--- config.mk ---
export PLATFORM = sky130hd
export DESIGN_NAME = i2c_master_register_access
export DESIGN_NICKNAME = d
export VERILOG_FILES = /design/src/rtl/i2cm_pkg.sv /design/src/rtl/i2cm_seq.sv /design/src/rtl/i2cm_skid.sv /design/src/rtl/i2c_master_register_access.sv
export VERILOG_INCLUDE_DIRS = /design/src /design/src/rtl
export SDC_FILE = /design/constraint.sdc
export NUM_CORES = 1
export LEC_CHECK = 0
export BUFFER_PORTS_ARGS = -buffer_cell sky130_fd_sc_hd__buf_4
export CAP_MARGIN = 0
export CELL_PAD_IN_SITES_DETAIL_PLACEMENT = 1
export CELL_PAD_IN_SITES_GLOBAL_PLACEMENT = 1
export CORE_ASPECT_RATIO = 1.75
export CORE_MARGIN = 1.5
export CORE_UTILIZATION = 43
export DETAILED_ROUTE_END_ITERATION = 10
export PLACE_DENSITY_LB_ADDON = 0.1
export REMOVE_ABC_BUFFERS = 1
export SLEW_MARGIN = 5
export SYNTH_ARGS = -nofsm -noshare
export SYNTH_HDL_FRONTEND = slang
export SYNTH_SLANG_ARGS = --single-unit
--- constraint.sdc ---
create_clock -name i_clk -period 3.8 [get_ports i_clk]
set_clock_uncertainty 0.15 [all_clocks]
set_input_delay 0.38 -clock i_clk [delete_from_list [all_inputs] [get_ports i_clk]]
set_output_delay 0.38 -clock i_clk [all_outputs]
set_load 0.02 [all_outputs]
--- src/rtl/i2c_master_register_access_defines.svh ---
// assertion macros shared by the i2c register access rtl
`ifndef I2C_MASTER_REGISTER_ACCESS_DEFINES_SVH
`define I2C_MASTER_REGISTER_ACCESS_DEFINES_SVH

`ifndef SYNTHESIS

`define I2CM_ASSERT(name, clk, rst_n, prop) \
    name: assert property (@(posedge clk) disable iff (!rst_n) (prop)) \
        else $error("i2cm assertion failed");

`define I2CM_ASSERT_NEXT(name, clk, rst_n, ante, cons) \
    name: assert property (@(posedge clk) disable iff (!rst_n) (ante) |=> (cons)) \
        else $error("i2cm assertion failed");

`else

`define I2CM_ASSERT(name, clk, rst_n, prop)
`define I2CM_ASSERT_NEXT(name, clk, rst_n, ante, cons)

`endif

`endif

--- src/rtl/i2cm_pkg.sv ---
// types and codes for the i2c register access master
package i2cm_pkg;

    typedef struct packed {
        logic [1:0]  operation;
        logic [6:0]  dev_addr;
        logic [7:0]  reg_addr;
        logic [15:0] byte_count;
        logic [7:0]  write_data;
        logic        sda_in;
    } t_in_item;

    typedef struct packed {
        logic       scl_out;
        logic       sda_out;
        logic [7:0] read_data;
        logic       read_valid;
        logic       data_taken;
        logic       done_res;
        logic       error;
        logic       busy_res;
    } t_out_item;

    localparam logic [1:0] OP_TICK  = 2'd0;
    localparam logic [1:0] OP_WRITE = 2'd1;
    localparam logic [1:0] OP_READ  = 2'd2;

    localparam logic [3:0] PH_IDLE      = 4'd0;
    localparam logic [3:0] PH_START0    = 4'd1;
    localparam logic [3:0] PH_START1    = 4'd2;
    localparam logic [3:0] PH_START2    = 4'd3;
    localparam logic [3:0] PH_TX_LOW    = 4'd4;
    localparam logic [3:0] PH_TX_HIGH   = 4'd5;
    localparam logic [3:0] PH_ACK_LOW   = 4'd6;
    localparam logic [3:0] PH_ACK_HIGH  = 4'd7;
    localparam logic [3:0] PH_RX_LOW    = 4'd8;
    localparam logic [3:0] PH_RX_HIGH   = 4'd9;
    localparam logic [3:0] PH_MACK_LOW  = 4'd10;
    localparam logic [3:0] PH_MACK_HIGH = 4'd11;
    localparam logic [3:0] PH_STOP0     = 4'd12;
    localparam logic [3:0] PH_STOP1     = 4'd13;
    localparam logic [3:0] PH_STOP2     = 4'd14;

    localparam logic [1:0] STG_DEV_W = 2'd0;
    localparam logic [1:0] STG_REG   = 2'd1;
    localparam logic [1:0] STG_DEV_R = 2'd2;
    localparam logic [1:0] STG_DATA  = 2'd3;

    localparam logic [7:0] ACK_TIMEOUT_RESET = 8'd250;

endpackage

--- src/rtl/i2cm_seq.sv ---
// phase sequencer: one half-bit phase per accepted item
`include "i2c_master_register_access_defines.svh"

module i2cm_seq (
    input  logic               i_clk,
    input  logic               i_rst_n,
    input  logic               i_accept,
    input  i2cm_pkg::t_in_item i_item,
    input  logic               i_cfg_wr_en,
    input  logic [7:0]         i_cfg_wr_data,
    output i2cm_pkg::t_out_item o_result
);

    logic [7:0]  r_ack_timeout;
    logic [3:0]  r_phase,     n_phase;
    logic [2:0]  r_bit_idx,   n_bit_idx;
    logic [7:0]  r_shift,     n_shift;
    logic [15:0] r_left,      n_left;
    logic [7:0]  r_ack_cnt,   n_ack_cnt;
    logic [6:0]  r_dev,       n_dev;
    logic [7:0]  r_reg,       n_reg;
    logic        r_read_mode, n_read_mode;
    logic [1:0]  r_stage,     n_stage;
    logic        r_abort,     n_abort;

    logic        bitv;
    logic [2:0]  bit_inc;
    logic [7:0]  rx_shift;
    i2cm_pkg::t_out_item res;

    assign bitv     = r_shift[7];
    assign bit_inc  = r_bit_idx + 3'd1;
    assign rx_shift = {r_shift[6:0], i_item.sda_in};

    always_comb begin
        n_phase     = r_phase;
        n_bit_idx   = r_bit_idx;
        n_shift     = r_shift;
        n_left      = r_left;
        n_ack_cnt   = r_ack_cnt;
        n_dev       = r_dev;
        n_reg       = r_reg;
        n_read_mode = r_read_mode;
        n_stage     = r_stage;
        n_abort     = r_abort;
        res         = '0;
        res.scl_out = 1'b1;
        res.sda_out = 1'b1;

        unique case (r_phase)
            i2cm_pkg::PH_IDLE: begin
                if (i_item.operation == i2cm_pkg::OP_WRITE ||
                    i_item.operation == i2cm_pkg::OP_READ) begin
                    n_dev       = i_item.dev_addr;
                    n_reg       = i_item.reg_addr;
                    n_left      = i_item.byte_count;
                    n_read_mode = (i_item.operation == i2cm_pkg::OP_READ);
                    n_stage     = i2cm_pkg::STG_DEV_W;
                    n_abort     = 1'b0;
                    n_phase     = i2cm_pkg::PH_START0;
                end
            end
            i2cm_pkg::PH_START0: begin
                res.scl_out = 1'b0;
                n_phase     = i2cm_pkg::PH_START1;
            end
            i2cm_pkg::PH_START1: begin
                n_phase = i2cm_pkg::PH_START2;
            end
            i2cm_pkg::PH_START2: begin
                res.sda_out = 1'b0;
                n_shift     = {r_dev, (r_stage == i2cm_pkg::STG_DEV_R)};
                n_bit_idx   = 3'd0;
                n_phase     = i2cm_pkg::PH_TX_LOW;
            end
            i2cm_pkg::PH_TX_LOW: begin
                res.scl_out = 1'b0;
                res.sda_out = bitv;
                n_phase     = i2cm_pkg::PH_TX_HIGH;
            end
            i2cm_pkg::PH_TX_HIGH: begin
                res.sda_out = bitv;
                n_shift     = {r_shift[6:0], 1'b0};
                n_bit_idx   = bit_inc;
                if (bit_inc == 3'd0) begin
                    n_phase   = i2cm_pkg::PH_ACK_LOW;
                    n_ack_cnt = 8'd0;
                end else begin
                    n_phase = i2cm_pkg::PH_TX_LOW;
                end
            end
            i2cm_pkg::PH_ACK_LOW: begin
                res.scl_out = 1'b0;
                n_phase     = i2cm_pkg::PH_ACK_HIGH;
            end
            i2cm_pkg::PH_ACK_HIGH: begin
                if (i_item.sda_in) begin
                    // no acknowledge yet: wait, or give up past the timeout
                    if (r_ack_cnt >= r_ack_timeout) begin
                        n_abort = 1'b1;
                        n_phase = i2cm_pkg::PH_STOP0;
                    end else begin
                        n_ack_cnt = r_ack_cnt + 8'd1;
                    end
                end else begin
                    n_ack_cnt = 8'd0;
                    n_bit_idx = 3'd0;
                    priority if (r_stage == i2cm_pkg::STG_DEV_W) begin
                        n_shift = r_reg;
                        n_stage = i2cm_pkg::STG_REG;
                        n_phase = i2cm_pkg::PH_TX_LOW;
                    end else if (r_stage == i2cm_pkg::STG_REG && r_read_mode) begin
                        n_stage = i2cm_pkg::STG_DEV_R;
                        n_phase = i2cm_pkg::PH_START0;
                    end else if (r_stage == i2cm_pkg::STG_DEV_R) begin
                        n_shift = 8'd0;
                        n_phase = (r_left == 16'd0) ? i2cm_pkg::PH_STOP0
                                                    : i2cm_pkg::PH_RX_LOW;
                    end else if (r_left == 16'd0) begin
                        n_phase = i2cm_pkg::PH_STOP0;
                    end else begin
                        n_shift         = i_item.write_data;
                        res.data_taken  = 1'b1;
                        n_left          = r_left - 16'd1;
                        n_stage         = i2cm_pkg::STG_DATA;
                        n_phase         = i2cm_pkg::PH_TX_LOW;
                    end
                end
            end
            i2cm_pkg::PH_RX_LOW: begin
                res.scl_out = 1'b0;
                n_phase     = i2cm_pkg::PH_RX_HIGH;
            end
            i2cm_pkg::PH_RX_HIGH: begin
                n_bit_idx = bit_inc;
                if (bit_inc == 3'd0) begin
                    res.read_data  = rx_shift;
                    res.read_valid = 1'b1;
                    n_shift        = 8'd0;
                    n_left         = r_left - 16'd1;
                    n_phase        = i2cm_pkg::PH_MACK_LOW;
                end else begin
                    n_shift = rx_shift;
                    n_phase = i2cm_pkg::PH_RX_LOW;
                end
            end
            i2cm_pkg::PH_MACK_LOW: begin
                // nack on the last byte
                res.scl_out = 1'b0;
                res.sda_out = (r_left == 16'd0);
                n_phase     = i2cm_pkg::PH_MACK_HIGH;
            end
            i2cm_pkg::PH_MACK_HIGH: begin
                res.sda_out = (r_left == 16'd0);
                n_phase     = (r_left == 16'd0) ? i2cm_pkg::PH_STOP0
                                                : i2cm_pkg::PH_RX_LOW;
            end
            i2cm_pkg::PH_STOP0: begin
                res.scl_out = 1'b0;
                res.sda_out = 1'b0;
                n_phase     = i2cm_pkg::PH_STOP1;
            end
            i2cm_pkg::PH_STOP1: begin
                res.sda_out = 1'b0;
                n_phase     = i2cm_pkg::PH_STOP2;
            end
            i2cm_pkg::PH_STOP2: begin
                res.done_res = 1'b1;
                res.error    = r_abort;
                n_abort      = 1'b0;
                n_phase      = i2cm_pkg::PH_IDLE;
            end
            default: begin
                n_phase = i2cm_pkg::PH_IDLE;
            end
        endcase

        res.busy_res = (n_phase != i2cm_pkg::PH_IDLE);
    end

    assign o_result = res;

    always_ff @(posedge i_clk) begin
        if (!i_rst_n) begin
            r_ack_timeout <= i2cm_pkg::ACK_TIMEOUT_RESET;
        end else if (i_cfg_wr_en) begin
            r_ack_timeout <= i_cfg_wr_data;
        end
    end

    always_ff @(posedge i_clk) begin
        if (!i_rst_n) begin
            r_phase     <= i2cm_pkg::PH_IDLE;
            r_bit_idx   <= 3'd0;
            r_shift     <= 8'd0;
            r_left      <= 16'd0;
            r_ack_cnt   <= 8'd0;
            r_dev       <= 7'd0;
            r_reg       <= 8'd0;
            r_read_mode <= 1'b0;
            r_stage     <= i2cm_pkg::STG_DEV_W;
            r_abort     <= 1'b0;
        end else if (i_accept) begin
            r_phase     <= n_phase;
            r_bit_idx   <= n_bit_idx;
            r_shift     <= n_shift;
            r_left      <= n_left;
            r_ack_cnt   <= n_ack_cnt;
            r_dev       <= n_dev;
            r_reg       <= n_reg;
            r_read_mode <= n_read_mode;
            r_stage     <= n_stage;
            r_abort     <= n_abort;
        end
    end

    `I2CM_ASSERT(a_ack_starts_on_byte, i_clk, i_rst_n, (r_phase != i2cm_pkg::PH_ACK_LOW) || (r_bit_idx == 3'd0))
    `I2CM_ASSERT_NEXT(a_stop_ends_idle, i_clk, i_rst_n, i_accept && (r_phase == i2cm_pkg::PH_STOP2), r_phase == i2cm_pkg::PH_IDLE)

endmodule

--- src/rtl/i2cm_skid.sv ---
// two-entry output buffer between the sequencer and the result channel
`include "i2c_master_register_access_defines.svh"

module i2cm_skid (
    input  logic                i_clk,
    input  logic                i_rst_n,
    input  logic                i_load,
    input  i2cm_pkg::t_out_item i_item,
    output logic                o_full,
    output logic                o_out_valid,
    input  logic                i_out_stall,
    output i2cm_pkg::t_out_item o_out_item
);

    logic                r_out_valid;
    logic                r_skid_valid;
    i2cm_pkg::t_out_item r_out;
    i2cm_pkg::t_out_item r_skid;
    logic                take;

    assign take = r_out_valid && !i_out_stall;

    always_ff @(posedge i_clk) begin
        if (!i_rst_n) begin
            r_out_valid  <= 1'b0;
            r_skid_valid <= 1'b0;
        end else if (!r_out_valid || take) begin
            if (r_skid_valid) begin
                r_out_valid  <= 1'b1;
                r_skid_valid <= 1'b0;
            end else begin
                r_out_valid <= i_load;
            end
        end else if (i_load) begin
            r_skid_valid <= 1'b1;
        end
    end

    // payload follows the valid bits above
    always_ff @(posedge i_clk) begin
        if (!r_out_valid || take) begin
            r_out <= r_skid_valid ? r_skid : i_item;
        end
        if (r_out_valid && !take && i_load) begin
            r_skid <= i_item;
        end
    end

    assign o_full      = r_skid_valid;
    assign o_out_valid = r_out_valid;
    assign o_out_item  = r_out;

    `I2CM_ASSERT(a_skid_behind_out, i_clk, i_rst_n, !r_skid_valid || r_out_valid)
    `I2CM_ASSERT_NEXT(a_skid_drains, i_clk, i_rst_n, r_skid_valid && !i_out_stall, !r_skid_valid)

endmodule

--- src/rtl/i2c_master_register_access.sv ---
// top level of the i2c register access master
//
//   channel   direction  handshake                    payload
//   in        input      i_in_valid / o_in_stall      i2cm_pkg::t_in_item
//   out       output     o_out_valid / i_out_stall    i2cm_pkg::t_out_item
//   cfg       input      i_cfg_wr_en                  ack_timeout, 8 bits
//
// one item in, one result out; an item can be taken every cycle while the in side does not stall
// each result is registered and leaves from the output register
// a second output stage absorbs one result while the out side stalls,
// then the in side stalls until it drains
// synchronous active-low reset: sequencer idle, buffers empty, timeout 250

module i2c_master_register_access (
    input  logic                i_clk,
    input  logic                i_rst_n,
    input  logic                i_in_valid,
    output logic                o_in_stall,
    input  i2cm_pkg::t_in_item  i_in_item,
    output logic                o_out_valid,
    input  logic                i_out_stall,
    output i2cm_pkg::t_out_item o_out_item,
    input  logic                i_cfg_wr_en,
    input  logic [7:0]          i_cfg_wr_data
);

    logic                accept;
    logic                full;
    i2cm_pkg::t_out_item result;

    assign accept     = i_in_valid && !full;
    assign o_in_stall = full;

    i2cm_seq u_seq (
        .i_clk         (i_clk),
        .i_rst_n       (i_rst_n),
        .i_accept      (accept),
        .i_item        (i_in_item),
        .i_cfg_wr_en   (i_cfg_wr_en),
        .i_cfg_wr_data (i_cfg_wr_data),
        .o_result      (result)
    );

    i2cm_skid u_skid (
        .i_clk       (i_clk),
        .i_rst_n     (i_rst_n),
        .i_load      (accept),
        .i_item      (result),
        .o_full      (full),
        .o_out_valid (o_out_valid),
        .i_out_stall (i_out_stall),
        .o_out_item  (o_out_item)
    );

endmodule

==> results of run 1 <==
## synthesized netlist by cell type, types with 5 or more instances
master / n
a211oi_1: 13
a21oi_1: 58
a221oi_1: 8
and2_1: 11
clkbuf_1: 31
dfxtp_1: 68
edfxtp_1: 30
ha_1: 13
inv_1: 16
mux2_2: 14
mux2i_1: 6
nand2_1: 70
nand2b_1: 8
nand3_1: 5
nor2_1: 56
nor2b_1: 7
nor3_1: 16
nor3b_1: 13
nor4_1: 7
o211ai_1: 10
o21ai_0: 23
o32ai_1: 9
or3_1: 5
## cell families (layout without fill, tap and decap cells)
group | count (synthesis) | in the layout | synth area share, %
and+or+nand+nor | 216 | 216 | 21.6
AOI/OAI and AO/OA | 152 | 152 | 19.8
DFF | 98 | 98 | 45.7
buffers and inverters | 54 | 113 | 4.38
muxes | 20 | 20 | 4.40
adders and majority gates | 13 | 13 | 3.29
xor gates and xnor gates | 5 | 5 | 0.885
## metal layers
| layer | wire length [µm] | vias to the layer above | track usage (%) |
|---|---|---|---|
| met3 | 323 | 23 | 2.21 |
| met1 | 5250 | 2079 | 23.9 |
| met5 | 0 | - | 0 |
| li1 | - | 2132 | - |
| met2 | 7340 | 87 | 44.3 |
| met4 | 364 | 0 | 9.84 |
## power breakdown
| part | internal, mW | switching, mW |
|---|---|---|
| Clock | 0.583 | 0.415 |
| Combinational | 0.158 | 0.223 |
| Sequential | 1.13 | 0.0384 |
## layout make-up
class                      count  area share [%]
inverter                      17            1.08
multi-input combinational    406            42.0
clock buffer                   9            3.82
clock inverter                 7            1.70
tap                          132            2.80
timing repair buffer          80            10.2
sequential                    98            38.4
## stage by stage
stage / area (µm²) / setup WS, ps / hold WS (ps) / cells / utilization, %
6_report: 5890 / 845 / 99.3 / 749 / 52.8
5_1_grt: 5890 / 639 / 99.6 / 749 / 52.8
4_1_cts: 5890 / 845 / 96.9 / 749 / 52.8
3_5_place_dp: 5570 / 866 / 295 / 733 / 49.9
3_3_place_gp: 5570 / 998 / 288 / 733 / 49.9
2_1_floorplan: 4790 / 25.0 / 282 / 521 / -
## how the worst min path moves through the flow
stage / endpoint / slack [ps] / depth (start not counted)
after floorplan: u_seq.r_reg[0] / 280 / 2
after CTS: u_seq.r_ack_timeout[7] / 100 / 3
after global routing: u_seq.r_ack_timeout[7] / 100 / 3
after detailed placement: u_seq.r_reg[0] / 290 / 2
after global placement: u_seq.r_reg[7] / 290 / 2
final: u_seq.r_ack_timeout[5] / 100 / 3
## worst reg2reg max path: stages (launching register included)
cell     delay [ps]
dfxtp_1         690
nor2b_1         340
nand3_1         460
or4_4           580
nand3_1         100
buf_4           260
o21ai_0         140
a21oi_1         160
==> results.json, run 1 <==
{
  "yosys_warnings": 0,
  "synth_top_area_share_pct": 27.5,
  "syn-mean-instance-area_um2": 8.87,
  "rrSetupSlack_ps": 850,
  "track_usage_pct": 22.5,
  "place.gp.congestion": 0.840,
  "hold_path.class": "input port to flip-flop",
  "cts_tree": "done",
  "syn-cell-area_um2": 4950,
  "synth_area_leaders": "dfxtp_1 28%, edfxtp_1 18%, a21oi_1 5.9%, nand2_1 5.3%, nor2_1 4.2%",
  "period_minus_slack_ps": 2950,
  "clkTransAtPathRegs_ps": 70,
  "vdd_drop_max_v": 0.000295,
  "die_h_um": 145,
  "multi_input_area_um2": 2480,
  "slew_viol_final": 0,
  "finalCritPeriodShare_pct": 77.8,
  "async_flop_share_pct": 0,
  "clk_latency_ps": 350,
  "area_growth_pct": 19.1,
  "cts-resized-gates": 0,
  "power_mw": 2.54,
  "vias": 4321,
  "crit_path_cell_trace": "nor2b_1 > nand3_1 > or4_4 > nand3_1 > buf_4 > o21ai_0 > a21oi_1",
  "n_antenna_cell": 0,
  "regArea_um2": 2260,
  "ios": 72,
  "yosysSeqAreaShare_pct": 45.7,
  "htree_levels": 3,
  "wirelength_um": 13300,
  "clockRootBuffer": "clkbuf_16",
  "fmax_mhz": 338,
  "die_w_um": 84.1,
  "status": "finished clean",
  "ctsLongestPathBuffers": 2,
  "cap_violations": 0,
  "layout_commonest_cell": "buf_4",
  "first_global_vias": 4538,
  "drtIter0Drc": 153,
  "most-common-layout-cells": "80 x buf_4, 70 x nand2_1, 68 x dfxtp_1, 58 x a21oi_1, 56 x nor2_1",
  "viasPerCell": 5.77,
  "grt_pass1_wl_um": 21800,
  "startpoint_type": "flip-flop",
  "wl_per_cell_um": 17.7,
  "critPathCapture": "u_seq.r_left[8]",
  "worst-path-stages": 7,
  "r2r-end": "u_seq.r_left[8]",
  "startpoint": "u_seq.r_phase[2]",
  "cpPeakStageDelay_ps": 690,
  "cp_top_family": "simple AND/OR/NAND/NOR gates",
  "reg2reg_depth": 7,
  "cp.arrival_ps": 3080,
  "r2r_start": "u_seq.r_phase[2]",
  "die_area_um2": 12200,
  "cp_num_buf_inv": 1,
  "critPathMostFrequentCell": "nand3_1",
  "io_buffers": 71,
  "antenna_left": 0,
  "yosys.area.top_type": "dfxtp_1",
  "core_um2": 11200,
  "rsz0062_at_grt": "false",
  "relSlewSlack_pct": 47.8,
  "hp-start": "i_cfg_wr_data[5]",
  "hold_viol": 0,
  "required_ps": 3930,
  "leakage_nw": 2.29,
  "route.detailed.drc": 0,
  "dpl.hpwl_um": 9830,
  "ys_types": 60,
  "antenna_found_initial": 0,
  "first_pass_iters": 4,
  "cp-end-kind": "flip-flop",
  "postCtsHoldBufs": 0,
  "slowest_stage": "dfxtp_1",
  "start_util_pct": 44.3,
  "crit_fanout": 23,
  "cts_setup_buffers": 0,
  "path_class": "flip-flop to flip-flop",
  "synth_edf_count": 30,
  "regMostFlops": "u_seq.r_left",
  "ys_ff_latch": 98,
  "final_nets": 680,
  "pwr_density_cell_nw_per_um2": 431,
  "fillers": 1334,
  "synthCells": 558,
  "setup_viol_count_final": 0,
  "row_count": 51,
  "largest_reg_flops": 16,
  "cts_buffers": 9,
  "synth-main-ff-cell": "dfxtp_1",
  "clkSinkCount": 98,
  "grt_max_degree": 41,
  "worst_slew_pin_slew_ps": 782,
  "overflow": 0,
  "setup_tns_ps": 0,
  "drive_gt1_share_pct": 18.8
}
Power figures use the tool's default switching activity.
==> run 2: changes to the inputs <==
ABC_AREA = 1   (was not set)
CORE_UTILIZATION = 41   (was 43)
clock period = 2.82 ns   (was 3.8 ns; I/O delays follow)
==> results.json, run 2 <==
{
  "status": "finished clean",
  "yosys.area.top_type": "dfxtp_1",
  "ys_ff_latch": 98,
  "synth_edf_count": 30,
  "syn-mean-instance-area_um2": 7.13,
  "layout_commonest_cell": "nand2_1",
  "overflow": 0,
  "combPwrFrac_pct": 20.3,
  "wirelength_um": 14700,
  "cp.arrival_ps": 2550,
  "drive_gt1_share_pct": 13.9,
  "die_h_um": 151,
  "first_pass_iters": 4,
  "r2r-end": "u_seq.r_left[15]",
  "cpPeakStageDelay_ps": 570,
  "grt_max_degree": 44,
  "cts_tree": "done",
  "met2_usage_pct": 46.3,
  "path_class": "flip-flop to flip-flop",
  "most-common-layout-cells": "203 x nand2_1, 108 x nor2_1, 86 x inv_1, 78 x buf_4, 68 x dfxtp_1",
  "hold_viol": 0,
  "syn-cell-area_um2": 5160,
  "cts-resized-gates": 0,
  "period_minus_slack_ps": 2520,
  "crit_path_cell_trace": "inv_1 > nand2_1 > nand2_1 > nand2_1 > nand2_1 > inv_1 > nand4_2 > nor2_4 > inv_1 > nand2_1 > a21oi_1",
  "hp-start": "i_in_item[37]",
  "whs_endpoint": "u_seq.r_dev[4]",
  "holdPathStages": 3,
  "startpoint_type": "flip-flop",
  "switching_share_pct": 31.0,
  "final_nets": 862,
  "cp_num_buf_inv": 3,
  "hold_path.class": "input port to flip-flop",
  "track_usage_pct": 23.1,
  "n_antenna_cell": 0,
  "drtIter0Drc": 140,
  "intPower_mw": 2.44,
  "synth-main-ff-cell": "dfxtp_1",
  "utilization_pct": 49.8,
  "grt_pass1_wl_um": 23800,
  "critPathMostFrequentCell": "nand2_1",
  "clkSinkCount": 98,
  "viasPerCell": 5.12,
  "multi_input_area_um2": 2460,
  "htree_levels": 3,
  "cap_violations": 0,
  "fmax_mhz": 397,
  "wl_per_cell_um": 15.2,
  "row_count": 54,
  "regArea_um2": 2260,
  "setup_tns_ps": 0,
  "clk_latency_ps": 350,
  "clockRootBuffer": "clkbuf_16",
  "synth_top_area_share_pct": 26.4,
  "grtUsageMet1_pct": 22.0,
  "power_mw": 3.54,
  "area_growth_pct": 19.5,
  "cts_buffers": 9,
  "worst_slew_pin_slew_ps": 846,
  "vias": 4954,
  "power_frac_clock_pct": 34.5,
  "core_um2": 12400,
  "dpl.hpwl_um": 11100,
  "synthTopCellsByCount": "203 x nand2_1, 108 x nor2_1, 86 x inv_1",
  "leakage_nw": 2.92,
  "pwr_density_cell_nw_per_um2": 574,
  "fillers": 1629,
  "synth_area_leaders": "dfxtp_1 26%, edfxtp_1 17%, nand2_1 15%, nor2_1 7.9%, inv_1 6.3%",
  "place.gp.congestion": 0.933,
  "slew_viol_final": 0,
  "synthCells": 724,
  "regMostFlops": "u_seq.r_left",
  "ios": 72,
  "ctsLongestPathBuffers": 2,
  "die_w_um": 87.8,
  "relSlewSlack_pct": 43.5,
  "clkTransAtPathRegs_ps": 70,
  "ys_types": 36,
  "async_flop_share_pct": 0,
  "antenna_found_initial": 0,
  "first_global_vias": 5227,
  "start_util_pct": 41.7,
  "reg2reg_depth": 11,
  "route.detailed.drc": 0,
  "crit_fanout": 13,
  "setup_viol_count_final": 0,
  "io_buffers": 71,
  "rsz0062_at_grt": "false",
  "yosys_warnings": 0,
  "die_area_um2": 13300,
  "cp-end-kind": "flip-flop",
  "gr-max-usage-layer": "met2",
  "vdd_drop_max_v": 0.000380,
  "antenna_left": 0,
  "largest_reg_flops": 16,
  "rrSetupSlack_ps": 300,
  "p_sw_mw": 1.10,
  "p_seq_share_pct": 45.3,
  "r2r_start": "u_seq.r_stage[0]",
  "synthMostInstantiatedCell": "nand2_1",
  "cp_top_family": "simple AND/OR/NAND/NOR gates",
  "required_ps": 2860,
  "grtUsageMet3_pct": 4.14,
  "slowest_stage": "dfxtp_1",
  "yosysSeqAreaShare_pct": 43.9,
  "finalCritPeriodShare_pct": 89.3
}
run 2: changes by cell type after synthesis, moves of 9 or more:
cell and delta:
nor3_1 -12, nor3b_1 -13, nand3_1 +18, mux2_2 -14, clkbuf_1 -21, a211oi_1 -12
nand2_1 +133, o21ai_0 +36, inv_1 +70, and2_1 -10, o32ai_1 -9, a21oi_1 -9
nor2_1 +52
run 2: worst min-delay path, delay by kind of cell:
| kind | cells | cell delay (ps) |
|---|---|---|
| buffers and inverters | 1 | 80 |
| and+or+nand+nor | 2 | 120 |
run 2: area by class of cell:
class                      count  share of cell area [%]
clock buffer                  10                    3.88
inverter                      87                    5.30
multi-input combinational    518                    40.0
clock inverter                 6                   0.893
timing repair buffer          80                    9.83
tap                          168                    3.41
sequential                    98                    36.7
run 2: cell families after synthesis:
kind of cell | after synthesis | synth area share [%]
simple gates | 359 | 28.3
mux | 3 | 0.582
compound gates | 132 | 13.9
fa+ha+maj | 13 | 3.15
xor+xnor | 10 | 1.70
flops | 98 | 43.9
buf+inv | 109 | 8.51
run 2: per-layer routing:
| layer | part of all wire [%] | vias up |
|---|---|---|
| met5 | 0 | - |
| met4 | 3.4 | 0 |
| met2 | 57 | 81 |
| met3 | 2.2 | 33 |
| li1 | - | 2475 |
| met1 | 37 | 2365 |
run 2: worst max-delay path by stage:
stage          slack [ps]               end              from  depth (start not counted)
2_1_floorplan         610  u_skid.r_skid[0]     u_skid.o_full                          3
3_3_place_gp          390  u_seq.r_left[15]  u_seq.r_stage[0]                         11
3_5_place_dp          200  u_seq.r_left[15]  u_seq.r_stage[0]                         11
4_1_cts               170  u_seq.r_left[15]  u_seq.r_stage[0]                         11
5_1_grt                40  u_seq.r_left[13]  u_seq.r_stage[0]                         11
6_report              300  u_seq.r_left[15]  u_seq.r_stage[0]                         11
run 2: repair_timing:
item | CTS | global route
hold buffers | 2 | 0
endpoints found under the setup margin | 0 | 8
setup buffers | 0 | 0
hold endpoints to repair | 2 | 0
run 2: power by group through the flow:
stage                     registers, mW  clock network (mW)  logic, mW
after floorplan                    1.64                   0      0.426
after global placement             1.63                   0      0.682
after detailed placement           1.63                   0      0.708
after CTS                          1.60                1.26      0.716
after global routing               1.61                1.30      0.813
final                              1.60                1.22      0.717
run 2: through the flow:
stage	hold slack [ps]	instances	worst slack, ps	instance area [µm²]
after floorplan	232	702	613	5050
after global placement	291	948	392	5840
after detailed placement	292	948	202	5840
after CTS	0.0195	966	171	6160
after global routing	10.1	967	44.9	6160
final	6.58	967	302	6160
==> run 3: changes to the inputs <==
GPL_ROUTABILITY_DRIVEN = 0   (was not set)
SYNTH_HIERARCHICAL = 1   (was not set)
==> results.json, run 3 <==
{
  "status": "finished clean",
  "core_um2": 12900,
  "ys_ff_latch": 98,
  "most-common-layout-cells": "227 x nand2_1, 111 x nor2_1, 91 x inv_1, 83 x buf_4, 68 x dfxtp_1",
  "clockRootBuffer": "clkbuf_16",
  "hold_path.class": "input port to flip-flop",
  "synth_edf_count": 30,
  "synthTopCellsByCount": "227 x nand2_1, 111 x nor2_1, 91 x inv_1",
  "pwr_density_cell_nw_per_um2": 567,
  "ios": 72,
  "row_count": 55,
  "yosys_warnings": 6,
  "synth-main-ff-cell": "dfxtp_1",
  "fmax_mhz": 406,
  "cap_violations": 0,
  "cts_buffers": 9,
  "setup_ws_ps": 356,
  "yosysSeqAreaShare_pct": 42.0,
  "clkTransAtPathRegs_ps": 70,
  "drive_gt1_share_pct": 15.2,
  "ys_types": 39,
  "dp_slack_ps": 400,
  "route.detailed.drc": 0,
  "antenna_left": 0,
  "viasPerCell": 5.15,
  "cp-end-kind": "flip-flop",
  "overflow": 0,
  "cts_tree": "done",
  "synthMostInstantiatedCell": "nand2_1",
  "largest_reg_flops": 16,
  "ctsLongestPathBuffers": 2,
  "regMostFlops": "u_seq/r_left",
  "hold_viol": 0,
  "die_h_um": 155,
  "rsz0062_at_grt": "false",
  "period_minus_slack_ps": 2460,
  "finalCritPeriodShare_pct": 87.4,
  "track_usage_pct": 24.4,
  "dp_cells": 1012,
  "power_mw": 3.68,
  "slew_viol_final": 0,
  "wl_per_cell_um": 15.5,
  "fin_cells": 1033,
  "die_w_um": 89.6,
  "async_flop_share_pct": 0,
  "startpoint_type": "flip-flop",
  "vdd_drop_max_v": 0.000288,
  "synth_top_area_share_pct": 25.3,
  "area_growth_pct": 20.6,
  "setup_viol_count_final": 0,
  "antenna_found_initial": 0,
  "relSlewSlack_pct": 48.6,
  "synthCells": 780,
  "syn-cell-area_um2": 5380,
  "final_nets": 925,
  "path_class": "flip-flop to flip-flop",
  "vias": 5322,
  "first_global_vias": 5592,
  "first_pass_iters": 5,
  "synth_area_leaders": "dfxtp_1 25%, edfxtp_1 17%, nand2_1 16%, nor2_1 7.7%, inv_1 6.3%",
  "cp.arrival_ps": 2400,
  "clk_latency_ps": 350,
  "htree_levels": 3,
  "crit_fanout": 9,
  "n_antenna_cell": 0,
  "drtIter0Drc": 195,
  "die_area_um2": 13800,
  "wirelength_um": 16000,
  "layout_commonest_cell": "nand2_1",
  "grt_max_degree": 35,
  "setup_tns_ps": 0,
  "worst_slew_pin_slew_ps": 770,
  "leakage_nw": 2.93,
  "grt_pass1_wl_um": 26200,
  "yosys.area.top_type": "dfxtp_1",
  "required_ps": 2760,
  "io_buffers": 71,
  "syn-mean-instance-area_um2": 6.90,
  "clkSinkCount": 98,
  "dpl.hpwl_um": 12200,
  "start_util_pct": 41.8
}
[run 3: critical path: stages, from the launching register on]
cell	delay, ps
dfxtp_1	380
inv_1	80
ha_1	280
nand2_1	60
nor2_1	40
nor2_1	90
nand2_1	70
nand2_1	60
nand2_1	100
nand2_1	320
nand3_1	190
nand2_1	120
nand3_1	120
inv_1	80
o21ai_0	70
[run 3: cell families (layout without fill, tap and decap cells)]
kind of cell / count (synthesis) / count (layout) / share of synthesized area [%]
DFF: 98 / 98 / 42.0
adders and majority gates: 13 / 13 / 3.02
buffers and inverters: 120 / 202 / 8.93
and+or+nand+nor: 418 / 418 / 32.7
xor gates and xnor gates: 5 / 5 / 0.814
AOI/OAI and AO/OA: 126 / 126 / 12.5
[run 3: metal layers]
metal	track usage, %	up-vias	part of all wire (%)
li1	-	2643	-
met1	24.7	2558	37
met5	0	-	0
met2	46.6	88	57
met4	10.6	0	3.5
met3	3.79	33	2.3
[run 3: stage by stage]
step / hold WS (ps) / cell area (µm²) / util, %
floorplan: 232 / 5270 / -
finish: 9.81 / 6490 / 50.4
CTS: 3.39 / 6490 / 50.4
global placement: 285 / 6110 / 47.4
detailed placement: 296 / 6110 / 47.4
global route: 9.00 / 6490 / 50.4
[run 3: final cells by class]
type                    instances  area, µm²
clock inverters                 7        110
multi-input cells             562       2640
fillers                      1706       6380
well taps                     171        214
flip-flops and latches         98       2260
repair buffers                 88        673
clock buffers                   9        225
inverters                      98        368
[run 3: final timing paths]
check                           from                     end  slack, ps  depth (start not counted)
setup / recovery  u_seq/r_ack_cnt[0]    u_skid/o_out_item[0]        360                         14
hold / removal      i_cfg_wr_data[0]  u_seq/r_ack_timeout[0]         10                          3
setup reg to reg  u_seq/r_ack_cnt[0]    u_skid/o_out_item[0]        360                         14
hold reg to reg       u_seq/r_reg[5]          u_seq/r_reg[5]        300                          2
[run 3: timing repair]
| action | in CTS | in global routing |
|---|---|---|
| buffers inserted | 0 | 0 |
| endpoints found under the hold margin | 5 | 0 |
| resized for setup | 0 | 0 |
| hold buffers | 5 | 0 |
[run 3: report_power, final]
| part | internal (mW) | leakage (nW) | switching [mW] | total, mW |
|---|---|---|---|---|
| clock network | 0.798 | 0.162 | 0.587 | 1.39 |
| logic | 0.259 | 1.89 | 0.454 | 0.713 |
| registers | 1.53 | 0.878 | 0.0528 | 1.58 |
| total | 2.59 | 2.93 | 1.09 | 3.68 |
